**src/hw/rtl/boot_info_memory_map_parser_assert.svh**
```systemverilog
// ----------------------------------------------------------------------------
// Assertion macros for the boot info memory map parser
// Concurrent checks that vanish when SYNTHESIS is defined.
// ----------------------------------------------------------------------------
`ifndef BOOT_INFO_MEMORY_MAP_PARSER_ASSERT_SVH
`define BOOT_INFO_MEMORY_MAP_PARSER_ASSERT_SVH

`ifndef SYNTHESIS
// expr must hold at every clock edge outside reset
`define BIMP_ASSERT_ALWAYS(lbl, clk, rstn, expr, msg) \
	lbl: assert property (@(posedge clk) disable iff (!rstn) (expr)) else $error(msg);
// ante implies cons in the same cycle
`define BIMP_ASSERT_IMPLY(lbl, clk, rstn, ante, cons, msg) \
	lbl: assert property (@(posedge clk) disable iff (!rstn) (ante) |-> (cons)) \
		else $error(msg);
`else
`define BIMP_ASSERT_ALWAYS(lbl, clk, rstn, expr, msg)
`define BIMP_ASSERT_IMPLY(lbl, clk, rstn, ante, cons, msg)
`endif

`endif

```
**src/hw/rtl/bimp_pkg.sv**
```systemverilog
// ----------------------------------------------------------------------------
// bimp_pkg
// Shared widths, codes and types of the boot info memory map parser.
// ----------------------------------------------------------------------------
package bimp_pkg;

	localparam int WORD_W  = 32;
	localparam int ADDR_W  = 64;
	localparam int IDX_W   = 6;
	localparam int TOTAL_W = 7;

	localparam int REGION_LIMIT = 64;

	// tag layout
	localparam logic [31:0] TAG_TYPE_END  = 32'd0;
	localparam logic [31:0] TAG_TYPE_MMAP = 32'd6;
	localparam int HDR_BYTES      = 8;
	localparam int MMAP_HDR_BYTES = 16;
	localparam int ENTRY_BYTES    = 20;
	localparam int ALIGN_BYTES    = 8;

	// output queue
	localparam int QUEUE_DEPTH = 8;
	localparam int QUEUE_AW    = 3;
	localparam int QUEUE_CW    = 4;

	typedef enum logic [1:0] {
		KIND_REGION   = 2'd0,
		KIND_END_TAG  = 2'd1,
		KIND_BLOB_END = 2'd2
	} kind_t;

	typedef struct packed {
		kind_t               kind;
		logic [ADDR_W-1:0]   base;
		logic [ADDR_W-1:0]   length;
		logic [WORD_W-1:0]   rtype;
		logic [IDX_W-1:0]    index;
		logic [TOTAL_W-1:0]  total;
		logic                last;
	} result_t;

endpackage

```
**src/hw/rtl/bimp_in_if.sv**
```systemverilog
// ----------------------------------------------------------------------------
// bimp_in_if
// Blob word channel: valid/ready with one 32-bit word and a start mark.
// ----------------------------------------------------------------------------
interface bimp_in_if import bimp_pkg::*; ();
	logic              valid;
	logic              ready;
	logic [WORD_W-1:0] data_word;
	logic              first_word;

	modport source (output valid, output data_word, output first_word, input ready);
	modport sink   (input valid, input data_word, input first_word, output ready);
endinterface

```
**src/hw/rtl/bimp_out_if.sv**
```systemverilog
// ----------------------------------------------------------------------------
// bimp_out_if
// Result channel: valid/ready with one region or end-of-parse record.
// ----------------------------------------------------------------------------
interface bimp_out_if import bimp_pkg::*; ();
	logic               valid;
	logic               ready;
	logic [1:0]         result_kind;
	logic [ADDR_W-1:0]  region_base;
	logic [ADDR_W-1:0]  region_length;
	logic [WORD_W-1:0]  region_type;
	logic [IDX_W-1:0]   region_index;
	logic [TOTAL_W-1:0] region_total;
	logic               last_result;

	modport source (output valid, output result_kind, output region_base,
		output region_length, output region_type, output region_index,
		output region_total, output last_result, input ready);
	modport sink   (input valid, input result_kind, input region_base,
		input region_length, input region_type, input region_index,
		input region_total, input last_result, output ready);
endinterface

```
**src/hw/rtl/boot_info_memory_map_parser.sv**
```systemverilog
// ----------------------------------------------------------------------------
// boot_info_memory_map_parser
// Walks a boot information blob word by word and reports memory map regions.
// ----------------------------------------------------------------------------
//
//  channel  dir  payload                                   requests
//  -------  ---  ----------------------------------------  ------------------
//  blob     in   data_word, first_word                     one blob word each
//  result   out  result_kind, region_base/length/type,     one record each,
//                region_index, region_total, last_result   0..2 per word
//
//  Cycles: one blob word per cycle while blob.ready is high. A word is registered
//  at s1, decoded the next cycle against the parse state, and its 0..2
//  records land in an 8-entry output queue; the first record is visible on
//  result once it has been written into the queue.
//  Stalls: blob.ready drops while more than four records wait in the queue,
//  which leaves room for the word in s1 and the one being accepted.
//  Reset: arst_n clears the parse state, s1 and the queue; no clearing pass.
//
// The parse itself is a one-hot phase machine. A tag header is type + size;
// a map tag (type 6) adds stride + version, then fixed 20-byte entries read at
// the stride, with any stride bytes past 20 skipped as padding. Tag ends are
// kept as byte positions and compared with the running word position.
// ----------------------------------------------------------------------------
`include "boot_info_memory_map_parser_assert.svh"

module boot_info_memory_map_parser import bimp_pkg::*; (
	input  logic         clk,
	input  logic         arst_n,
	bimp_in_if.sink      blob,
	bimp_out_if.source   result
);

	typedef enum logic [13:0] {
		PH_IDLE       = 14'b00000000000001,
		PH_RSV        = 14'b00000000000010,
		PH_TYPE       = 14'b00000000000100,
		PH_SIZE_OTHER = 14'b00000000001000,
		PH_SIZE_MMAP  = 14'b00000000010000,
		PH_SKIP       = 14'b00000000100000,
		PH_STRIDE     = 14'b00000001000000,
		PH_VERSION    = 14'b00000010000000,
		PH_E0         = 14'b00000100000000,
		PH_E1         = 14'b00001000000000,
		PH_E2         = 14'b00010000000000,
		PH_E3         = 14'b00100000000000,
		PH_E4         = 14'b01000000000000,
		PH_EPAD       = 14'b10000000000000
	} phase_t;

	// ---------------- input register ----------------
	logic              s1_valid_s1;
	logic [WORD_W-1:0] s1_word_s1;
	logic              s1_first_s1;

	logic [QUEUE_CW-1:0] q_cnt_q;
	logic                blob_take;

	// Room for the word in s1 plus the one now accepted, two records each.
	assign blob.ready = (q_cnt_q <= QUEUE_CW'(QUEUE_DEPTH - 4));
	assign blob_take  = blob.valid && blob.ready;

	always_ff @(posedge clk or negedge arst_n) begin
		if (!arst_n) begin
			s1_valid_s1 <= 1'b0;
		end else begin
			s1_valid_s1 <= blob_take;
		end
	end

	always_ff @(posedge clk) begin
		if (blob_take) begin
			s1_word_s1  <= blob.data_word;
			s1_first_s1 <= blob.first_word;
		end
	end

	// ---------------- parse state ----------------
	phase_t             phase_q, phase_d;
	logic [31:0]        pos_q, pos_d;          // byte position of next word
	logic [31:0]        blob_size_q, blob_size_d;
	logic [31:0]        tag_end_q, tag_end_d;
	logic [31:0]        stride_q, stride_d;
	logic [31:0]        ent_start_q, ent_start_d;
	logic [ADDR_W-1:0]  held_addr_q, held_addr_d;
	logic [ADDR_W-1:0]  held_len_q, held_len_d;
	logic [TOTAL_W-1:0] regions_q, regions_d;

	result_t    res_v [2];
	logic [1:0] push_n;

	// step-local terms
	logic [31:0] w;
	logic        c_neg;        // tag start below zero (position wrapped)
	logic [33:0] c_w;          // tag start
	logic [33:0] size_a;       // tag size rounded to 8, at least 8
	logic [33:0] map_end;
	logic        fin_req;
	logic        fin_ovf;
	logic [34:0] fin_next;     // start of the following tag
	logic        ent_chk;
	logic [32:0] ent_end;
	logic [33:0] te_round;

	function automatic result_t make_result(kind_t k, logic [ADDR_W-1:0] b,
			logic [ADDR_W-1:0] l, logic [WORD_W-1:0] t, logic [IDX_W-1:0] i,
			logic [TOTAL_W-1:0] tot);
		result_t r;
		r.kind   = k;
		r.base   = b;
		r.length = l;
		r.rtype  = t;
		r.index  = i;
		r.total  = tot;
		r.last   = 1'b0;
		return r;
	endfunction

	always_comb begin
		phase_d     = phase_q;
		pos_d       = pos_q;
		blob_size_d = blob_size_q;
		tag_end_d   = tag_end_q;
		stride_d    = stride_q;
		ent_start_d = ent_start_q;
		held_addr_d = held_addr_q;
		held_len_d  = held_len_q;
		regions_d   = regions_q;
		res_v[0]    = '0;
		res_v[1]    = '0;
		push_n      = 2'd0;
		w           = s1_word_s1;
		c_neg       = (pos_q < 32'd4);
		c_w         = {2'b00, pos_q} - 34'd4;
		size_a      = ({2'b00, w} + 34'(ALIGN_BYTES - 1)) & ~34'(ALIGN_BYTES - 1);
		if (size_a < 34'(HDR_BYTES)) begin
			size_a = 34'(HDR_BYTES);
		end
		map_end     = c_w + {2'b00, w};
		fin_req     = 1'b0;
		fin_ovf     = 1'b0;
		fin_next    = '0;
		ent_chk     = 1'b0;
		ent_end     = '0;
		te_round    = ({2'b00, tag_end_q} + 34'(ALIGN_BYTES - 1))
			& ~34'(ALIGN_BYTES - 1);

		if (s1_valid_s1) begin
			if (s1_first_s1) begin
				// size word of a new blob: restart in any phase
				blob_size_d = w;
				pos_d       = 32'd4;
				regions_d   = '0;
				if (w < 32'(2 * HDR_BYTES)) begin
					res_v[0] = make_result(KIND_BLOB_END, '0, '0, '0, '0, '0);
					push_n   = 2'd1;
					phase_d  = PH_IDLE;
				end else begin
					phase_d = PH_RSV;
				end
			end else if (phase_q != PH_IDLE) begin
				pos_d = pos_q + 32'd4;
				unique case (phase_q)
					PH_RSV: begin
						phase_d = PH_TYPE;
					end
					PH_TYPE: begin
						if (w == TAG_TYPE_END) begin
							res_v[0] = make_result(KIND_END_TAG, '0, '0, '0, '0, regions_q);
							push_n   = 2'd1;
							phase_d  = PH_IDLE;
						end else if (w == TAG_TYPE_MMAP) begin
							phase_d = PH_SIZE_MMAP;
						end else begin
							phase_d = PH_SIZE_OTHER;
						end
					end
					PH_SIZE_OTHER, PH_SIZE_MMAP: begin
						if (phase_q == PH_SIZE_MMAP && !c_neg
								&& w >= 32'(MMAP_HDR_BYTES + ENTRY_BYTES)
								&& c_w + 34'(MMAP_HDR_BYTES + ENTRY_BYTES)
									<= {2'b00, blob_size_q}
								&& regions_q < TOTAL_W'(REGION_LIMIT)) begin
							// map tag end, clipped to the blob
							if (map_end > {2'b00, blob_size_q}) begin
								tag_end_d = blob_size_q;
							end else begin
								tag_end_d = map_end[31:0];
							end
							phase_d = PH_STRIDE;
						end else begin
							fin_req  = 1'b1;
							fin_ovf  = c_neg;
							fin_next = {1'b0, c_w} + {1'b0, size_a};
						end
					end
					PH_STRIDE: begin
						stride_d = w;
						phase_d  = PH_VERSION;
					end
					PH_VERSION: begin
						ent_start_d = pos_d;
						ent_chk     = 1'b1;
					end
					PH_SKIP: begin
						if (pos_d >= tag_end_q) begin
							phase_d = PH_TYPE;
						end
					end
					PH_EPAD: begin
						if (pos_d >= ent_start_q) begin
							phase_d = PH_E0;
						end
					end
					PH_E0: begin
						held_addr_d = {32'd0, w};
						phase_d     = PH_E1;
					end
					PH_E1: begin
						held_addr_d[63:32] = w;
						phase_d            = PH_E2;
					end
					PH_E2: begin
						held_len_d = {32'd0, w};
						phase_d    = PH_E3;
					end
					PH_E3: begin
						held_len_d[63:32] = w;
						phase_d           = PH_E4;
					end
					PH_E4: begin
						if (held_len_q != '0) begin
							regions_d = regions_q + TOTAL_W'(1);
							res_v[0]  = make_result(KIND_REGION, held_addr_q, held_len_q, w,
								regions_q[IDX_W-1:0], regions_d);
							push_n    = 2'd1;
						end
						ent_start_d = ent_start_q + stride_q;
						ent_chk     = 1'b1;
					end
					default: begin
						phase_d = PH_IDLE;
					end
				endcase
			end
		end

		// next entry, or close the map tag
		if (ent_chk) begin
			ent_end = {1'b0, ent_start_d} + {1'b0, stride_q};
			if (stride_q >= 32'(ENTRY_BYTES) && stride_q[1:0] == 2'b00
					&& regions_d < TOTAL_W'(REGION_LIMIT)
					&& ent_end <= {1'b0, tag_end_q}) begin
				phase_d = (pos_d >= ent_start_d) ? PH_E0 : PH_EPAD;
			end else begin
				fin_req  = 1'b1;
				fin_next = {1'b0, te_round};
			end
		end

		// move to the following tag, or end when its header cannot fit
		if (fin_req) begin
			if (fin_ovf || fin_next + 35'(HDR_BYTES) > {3'b000, blob_size_d}) begin
				res_v[push_n[0]] = make_result(KIND_BLOB_END, '0, '0, '0, '0, regions_d);
				push_n           = push_n + 2'd1;
				phase_d          = PH_IDLE;
			end else begin
				tag_end_d = fin_next[31:0];
				phase_d   = (pos_d >= fin_next[31:0]) ? PH_TYPE : PH_SKIP;
			end
		end

		if (push_n == 2'd2) begin
			res_v[1].last = 1'b1;
		end else if (push_n == 2'd1) begin
			res_v[0].last = 1'b1;
		end
	end

	always_ff @(posedge clk or negedge arst_n) begin
		if (!arst_n) begin
			phase_q     <= PH_IDLE;
			pos_q       <= '0;
			blob_size_q <= '0;
			tag_end_q   <= '0;
			stride_q    <= '0;
			ent_start_q <= '0;
			regions_q   <= '0;
		end else begin
			phase_q     <= phase_d;
			pos_q       <= pos_d;
			blob_size_q <= blob_size_d;
			tag_end_q   <= tag_end_d;
			stride_q    <= stride_d;
			ent_start_q <= ent_start_d;
			regions_q   <= regions_d;
		end
	end

	// entry words are always written before they are used
	always_ff @(posedge clk) begin
		held_addr_q <= held_addr_d;
		held_len_q  <= held_len_d;
	end

	// ---------------- output queue ----------------
	result_t             q_mem_q [QUEUE_DEPTH];
	logic [QUEUE_AW-1:0] q_wr_q, q_rd_q;
	logic                q_pop;
	result_t             head;

	assign q_pop        = result.valid && result.ready;
	assign head         = q_mem_q[q_rd_q];
	assign result.valid = (q_cnt_q != '0);

	always_ff @(posedge clk or negedge arst_n) begin
		if (!arst_n) begin
			q_wr_q  <= '0;
			q_rd_q  <= '0;
			q_cnt_q <= '0;
		end else begin
			q_wr_q  <= q_wr_q + QUEUE_AW'(push_n);
			q_rd_q  <= q_rd_q + QUEUE_AW'(q_pop);
			q_cnt_q <= q_cnt_q + QUEUE_CW'(push_n) - QUEUE_CW'(q_pop);
		end
	end

	always_ff @(posedge clk) begin
		if (push_n != 2'd0) begin
			q_mem_q[q_wr_q] <= res_v[0];
		end
		if (push_n == 2'd2) begin
			q_mem_q[q_wr_q + QUEUE_AW'(1)] <= res_v[1];
		end
	end

	assign result.result_kind   = head.kind;
	assign result.region_base   = head.base;
	assign result.region_length = head.length;
	assign result.region_type   = head.rtype;
	assign result.region_index  = head.index;
	assign result.region_total  = head.total;
	assign result.last_result   = head.last;

	// ---------------- checks ----------------
	`BIMP_ASSERT_IMPLY(a_queue_room, clk, arst_n, s1_valid_s1, q_cnt_q <= QUEUE_CW'(QUEUE_DEPTH - 2), "queue too full for a decoded word")
	`BIMP_ASSERT_IMPLY(a_pair_order, clk, arst_n, push_n == 2'd2, res_v[0].kind == KIND_REGION && res_v[1].kind == KIND_BLOB_END, "two records must be region then blob end")
	`BIMP_ASSERT_ALWAYS(a_region_cap, clk, arst_n, regions_q <= TOTAL_W'(REGION_LIMIT), "region count past limit")
	`BIMP_ASSERT_IMPLY(a_idle_quiet, clk, arst_n, s1_valid_s1 && !s1_first_s1 && phase_q == PH_IDLE, push_n == 2'd0, "record outside a blob")

endmodule
```
**src/flat_wrapper.sv**
```systemverilog
// flat-port wrapper written by rule: the top's interface ports become plain ports
module boot_info_memory_map_parser_flat import bimp_pkg::*;
  (clk, arst_n, blob_valid, blob_data_word, blob_first_word, blob_ready, result_valid, result_result_kind, result_region_base, result_region_length, result_region_type, result_region_index, result_region_total, result_last_result, result_ready);
  bimp_in_if blob_i ();
  bimp_out_if result_i ();
  input  logic clk;
  input  logic arst_n;
  input wire logic [$bits(blob_i.valid)-1:0] blob_valid;
  input wire logic [$bits(blob_i.data_word)-1:0] blob_data_word;
  input wire logic [$bits(blob_i.first_word)-1:0] blob_first_word;
  output wire logic [$bits(blob_i.ready)-1:0] blob_ready;
  output wire logic [$bits(result_i.valid)-1:0] result_valid;
  output wire logic [$bits(result_i.result_kind)-1:0] result_result_kind;
  output wire logic [$bits(result_i.region_base)-1:0] result_region_base;
  output wire logic [$bits(result_i.region_length)-1:0] result_region_length;
  output wire logic [$bits(result_i.region_type)-1:0] result_region_type;
  output wire logic [$bits(result_i.region_index)-1:0] result_region_index;
  output wire logic [$bits(result_i.region_total)-1:0] result_region_total;
  output wire logic [$bits(result_i.last_result)-1:0] result_last_result;
  input wire logic [$bits(result_i.ready)-1:0] result_ready;
  assign blob_i.valid = blob_valid;
  assign blob_i.data_word = blob_data_word;
  assign blob_i.first_word = blob_first_word;
  assign blob_ready = blob_i.ready;
  assign result_valid = result_i.valid;
  assign result_result_kind = result_i.result_kind;
  assign result_region_base = result_i.region_base;
  assign result_region_length = result_i.region_length;
  assign result_region_type = result_i.region_type;
  assign result_region_index = result_i.region_index;
  assign result_region_total = result_i.region_total;
  assign result_last_result = result_i.last_result;
  assign result_i.ready = result_ready;
  boot_info_memory_map_parser u_core (.clk(clk), .arst_n(arst_n), .blob(blob_i), .result(result_i));
endmodule
```
**config.mk**
```make
export PLATFORM = sky130hd
export DESIGN_NAME = boot_info_memory_map_parser_flat
export DESIGN_NICKNAME = d
export VERILOG_FILES = /design/src/hw/rtl/bimp_pkg.sv /design/src/hw/rtl/bimp_in_if.sv /design/src/hw/rtl/bimp_out_if.sv /design/src/hw/rtl/boot_info_memory_map_parser.sv /design/src/flat_wrapper.sv
export VERILOG_INCLUDE_DIRS = /design/src /design/src/hw/rtl
export SDC_FILE = /design/constraint.sdc
export NUM_CORES = 2
export LEC_CHECK = 0
export BUFFER_PORTS_ARGS = -buffer_cell sky130_fd_sc_hd__buf_2
export CAP_MARGIN = 25
export CORE_MARGIN = 10
export CORE_UTILIZATION = 40
export DETAILED_ROUTE_END_ITERATION = 16
export GPL_ROUTABILITY_DRIVEN = 1
export PLACE_DENSITY = 0.6
export SLEW_MARGIN = 15
export SYNTH_ARGS = -nofsm -noshare
export SYNTH_HDL_FRONTEND = slang
export SYNTH_SLANG_ARGS = --single-unit
```
**constraint.sdc**
```tcl
create_clock -name clk -period 42.4 [get_ports clk]
set_input_delay 4.24 -clock clk [delete_from_list [all_inputs] [get_ports clk]]
set_output_delay 4.24 -clock clk [all_outputs]
set_load 0.01 [all_outputs]
```
==> flow_summary.ini <==
[clock_tree]
cts_buffers = 186
postCtsResizedCells = 0
cts_setup_buffers = 0
clock_latency_ps = 870
cts_tree = built
cts_root_buf = clkbuf_16
clkTransAtPathRegs_ps = 70
cts_sinks = 1761
cts_buffer_depth = 3
cts_max_level = 4
cts_hold_buf = 0

[power_and_ir_drop]
pwr-share-seq_pct = 36.0
max-vdd-ir-drop_v = 0.0000625
power_switching_mw = 2.02
clock_power_share_pct = 28.3
finalPower_mw = 5.62
p_per_area_nw_per_um2 = 54.7
internal-power_mw = 3.60
swShare_pct = 36.0
p_comb_share_pct = 35.7
leakage_nw = 37.0

[yosys]
yosysSeqAreaShare_pct = 56.3
synth_top_cell_by_area = edfxtp_1
yosys.area.top_type_share_pct = 51.1
synth_common_cells = nor2_1, edfxtp_1, nand2_1
synth.avg_cell_area_um2 = 12.1
synthesis.nets = 8033
synth_seq_cells = 1761
synth.area.top_cells = edfxtp_1, mux4_2, nor2_1
ys_dominant_reg_cell = edfxtp_1
yosysMostFrequentCell = nor2_1
synthCells = 7589
synth_cell_types = 106
synth_area_um2 = 92200
ys.warnings.count = 0
synthArstFlopShare_pct = 10.9
synth-edff-count = 1569

[global_route]
track_usage_pct = 23.8
grt_max_degree = 143
grt-ovfl-total = 0
grt_pass1_vias = 64000
antenna_found_initial = 37
grt_pass1_wl_um = 442000

[setup_path]
crit_top_cell = a21oi_1
path_buf_inv = 4
slowest_delay_ps = 900
cp_max_fo = 51
crit_path_end_kind = flop
crit_type = flop to flop
start_kind = flop
cp.arrival_ps = 17560
path_delay_family = compound AO/OA/AOI/OAI gates
critPathSlowestCell = o21ai_4
required_ps = 42830

[die]
die-area_um2 = 250000
die_x_um = 500
coreArea_um2 = 230000
start_util_pct = 40.1
die_h_um = 500
num_rows = 176
ios = 215

[sta]
setup_tns_ps = 0
slew_headroom_pct = 21.6
worst_pin_slew_ps = 1160
fin_skew_ps = 98.4
finalCriticalPeriod_ps = 17130
rsz0062_at_grt = false
hold_viol_final = 0
post-route-period-util_pct = 40.4
finalMaxSlewViolations = 0
fmax_ghz = 0.0584
setup_viol = 0

[placed_design]
io_buffers = 214
placed_cells = 10500
hpwlAfterDp_um = 188000
place_area_um2 = 96700
gp_congestion = 0.953

[cells_and_area]
layout.nets = 8137
fin_cells = 10900
areaGrowthSynthToFinish_pct = 11.4
design_area_um2 = 103000
nFillCells = 20900
layout-drive-gt1-share_pct = 16.3

[detailed_routing]
via_per_inst = 5.92
wl_um = 306000
route.vias.total = 64500
drt_first_iter_violations = 7842
drtAntennaViolNets = 0
drc = 0
drtPass1Iterations = 8
wire_per_inst_um = 28.1

[hold_path]
hp-class = flop to flop

[run_status]
status = completed

[job]
cap_violations = 0
==> worst register-to-register path: cells and delay by family (launching register included) <==
kind	cells	cell delay [ps]
buffers and inverters	4	2150
DFF	1	490
AOI/OAI and AO/OA	28	7390
and+or+nand+nor	18	5050
xor gates and xnor gates	2	280
adders and majority gates	4	1380
==> cell usage in the layout, fill, tap and decap left out, types with 177 or more instances in the layout <==
cell	count
inv_1	284
buf_2	216
ha_1	401
edfxtp_1	1569
dfrtp_1	188
mux4_2	352
o21ai_0	229
mux2_2	209
clkbuf_16	186
nand2_1	479
nor2_1	1585
xnor2_1	177
a21oi_1	235
==> routing by layer <==
| layer | part of all wire [%] | wire (um) | global-route usage [%] | up-vias |
|---|---|---|---|---|
| li1 | - | - | - | 28200 |
| met1 | 39 | 119000 | 30.6 | 32600 |
| met2 | 48 | 147000 | 39.1 | 3159 |
| met3 | 8.7 | 26700 | 4.26 | 560 |
| met4 | 4.4 | 13400 | 10.8 | 16 |
| met5 | 0.033 | 101 | 0 | - |
==> power by group through the flow <==
stage,clock [mW],sequential (mW),combinational [mW]
after floorplan,0,2.03,1.29
after global placement,0,2.06,1.95
after detailed placement,0,2.06,1.98
after CTS,1.61,2.02,1.99
after global routing,1.68,2.03,2.14
final,1.59,2.02,2.01
==> metrics by stage <==
stage	hold WS, ps	util (%)	setup slack, ps
4_1_cts	562	44.6	25560
2_1_floorplan	470	-	16870
3_3_place_gp	528	42.1	25600
5_1_grt	595	44.7	24160
6_report	565	44.7	25270
3_5_place_dp	547	42.1	25580
==> state kept, by name, summed over array words and instances (netlist names), 14 cells and up <==
| register | flops |
|---|---|
| u_core.q_mem_q | 1408 |
| u_core.held_addr_q | 64 |
| u_core.held_len_q | 64 |
| u_core.blob_size_q | 32 |
| u_core.ent_start_q | 32 |
| u_core.pos_q | 32 |
| u_core.s1_word_s1 | 32 |
| u_core.stride_q | 32 |
| u_core.tag_end_q | 32 |
| u_core.phase_q | 14 |
==> area by class of cell <==
| cell class | instances | area (um^2) | share of cell area, % |
|---|---|---|---|
| sequential | 1761 | 51900 | 50.6 |
| timing repair buffer | 361 | 2400 | 2.34 |
| clock buffer | 253 | 4950 | 4.82 |
| inverter | 287 | 1080 | 1.05 |
| antenna | 43 | 108 | 0.105 |
| clock inverter | 78 | 897 | 0.873 |
| multi-input combinational | 5096 | 37600 | 36.6 |
| tap | 3026 | 3790 | 3.69 |
==> worst paths after layout <==
check | startpoint | end | slack (ps) | depth (start not counted)
worst max-delay path | u_core.phase_q[8] | u_core.q_mem_q[3][41] | 25270 | 56
worst min-delay path | u_core.tag_end_q[18] | u_core.tag_end_q[18] | 570 | 2
worst max register to register | u_core.phase_q[8] | u_core.q_mem_q[3][41] | 25270 | 56
worst min register to register | u_core.tag_end_q[18] | u_core.tag_end_q[18] | 570 | 2
max in group asynchronous | arst_n | u_core.q_cnt_q[0] | 36730 | 3
min in group asynchronous | arst_n | u_core.stride_q[5] | 3460 | 1
==> cells by family (layout without fill, tap and decap cells) <==
group           after synthesis  count (layout)  synth area share, %
fa+ha+maj                   407             407                 5.57
xor+xnor                    264             264                 2.54
flops                      1761            1761                 56.3
compound gates             1052            1052                 7.53
other cells                   0              43                    0
buf+inv                     732             979                 3.24
mux                         603             603                 11.6
simple gates               2770            2770                 13.2
Note: power is estimated with default switching activity, not from simulation.
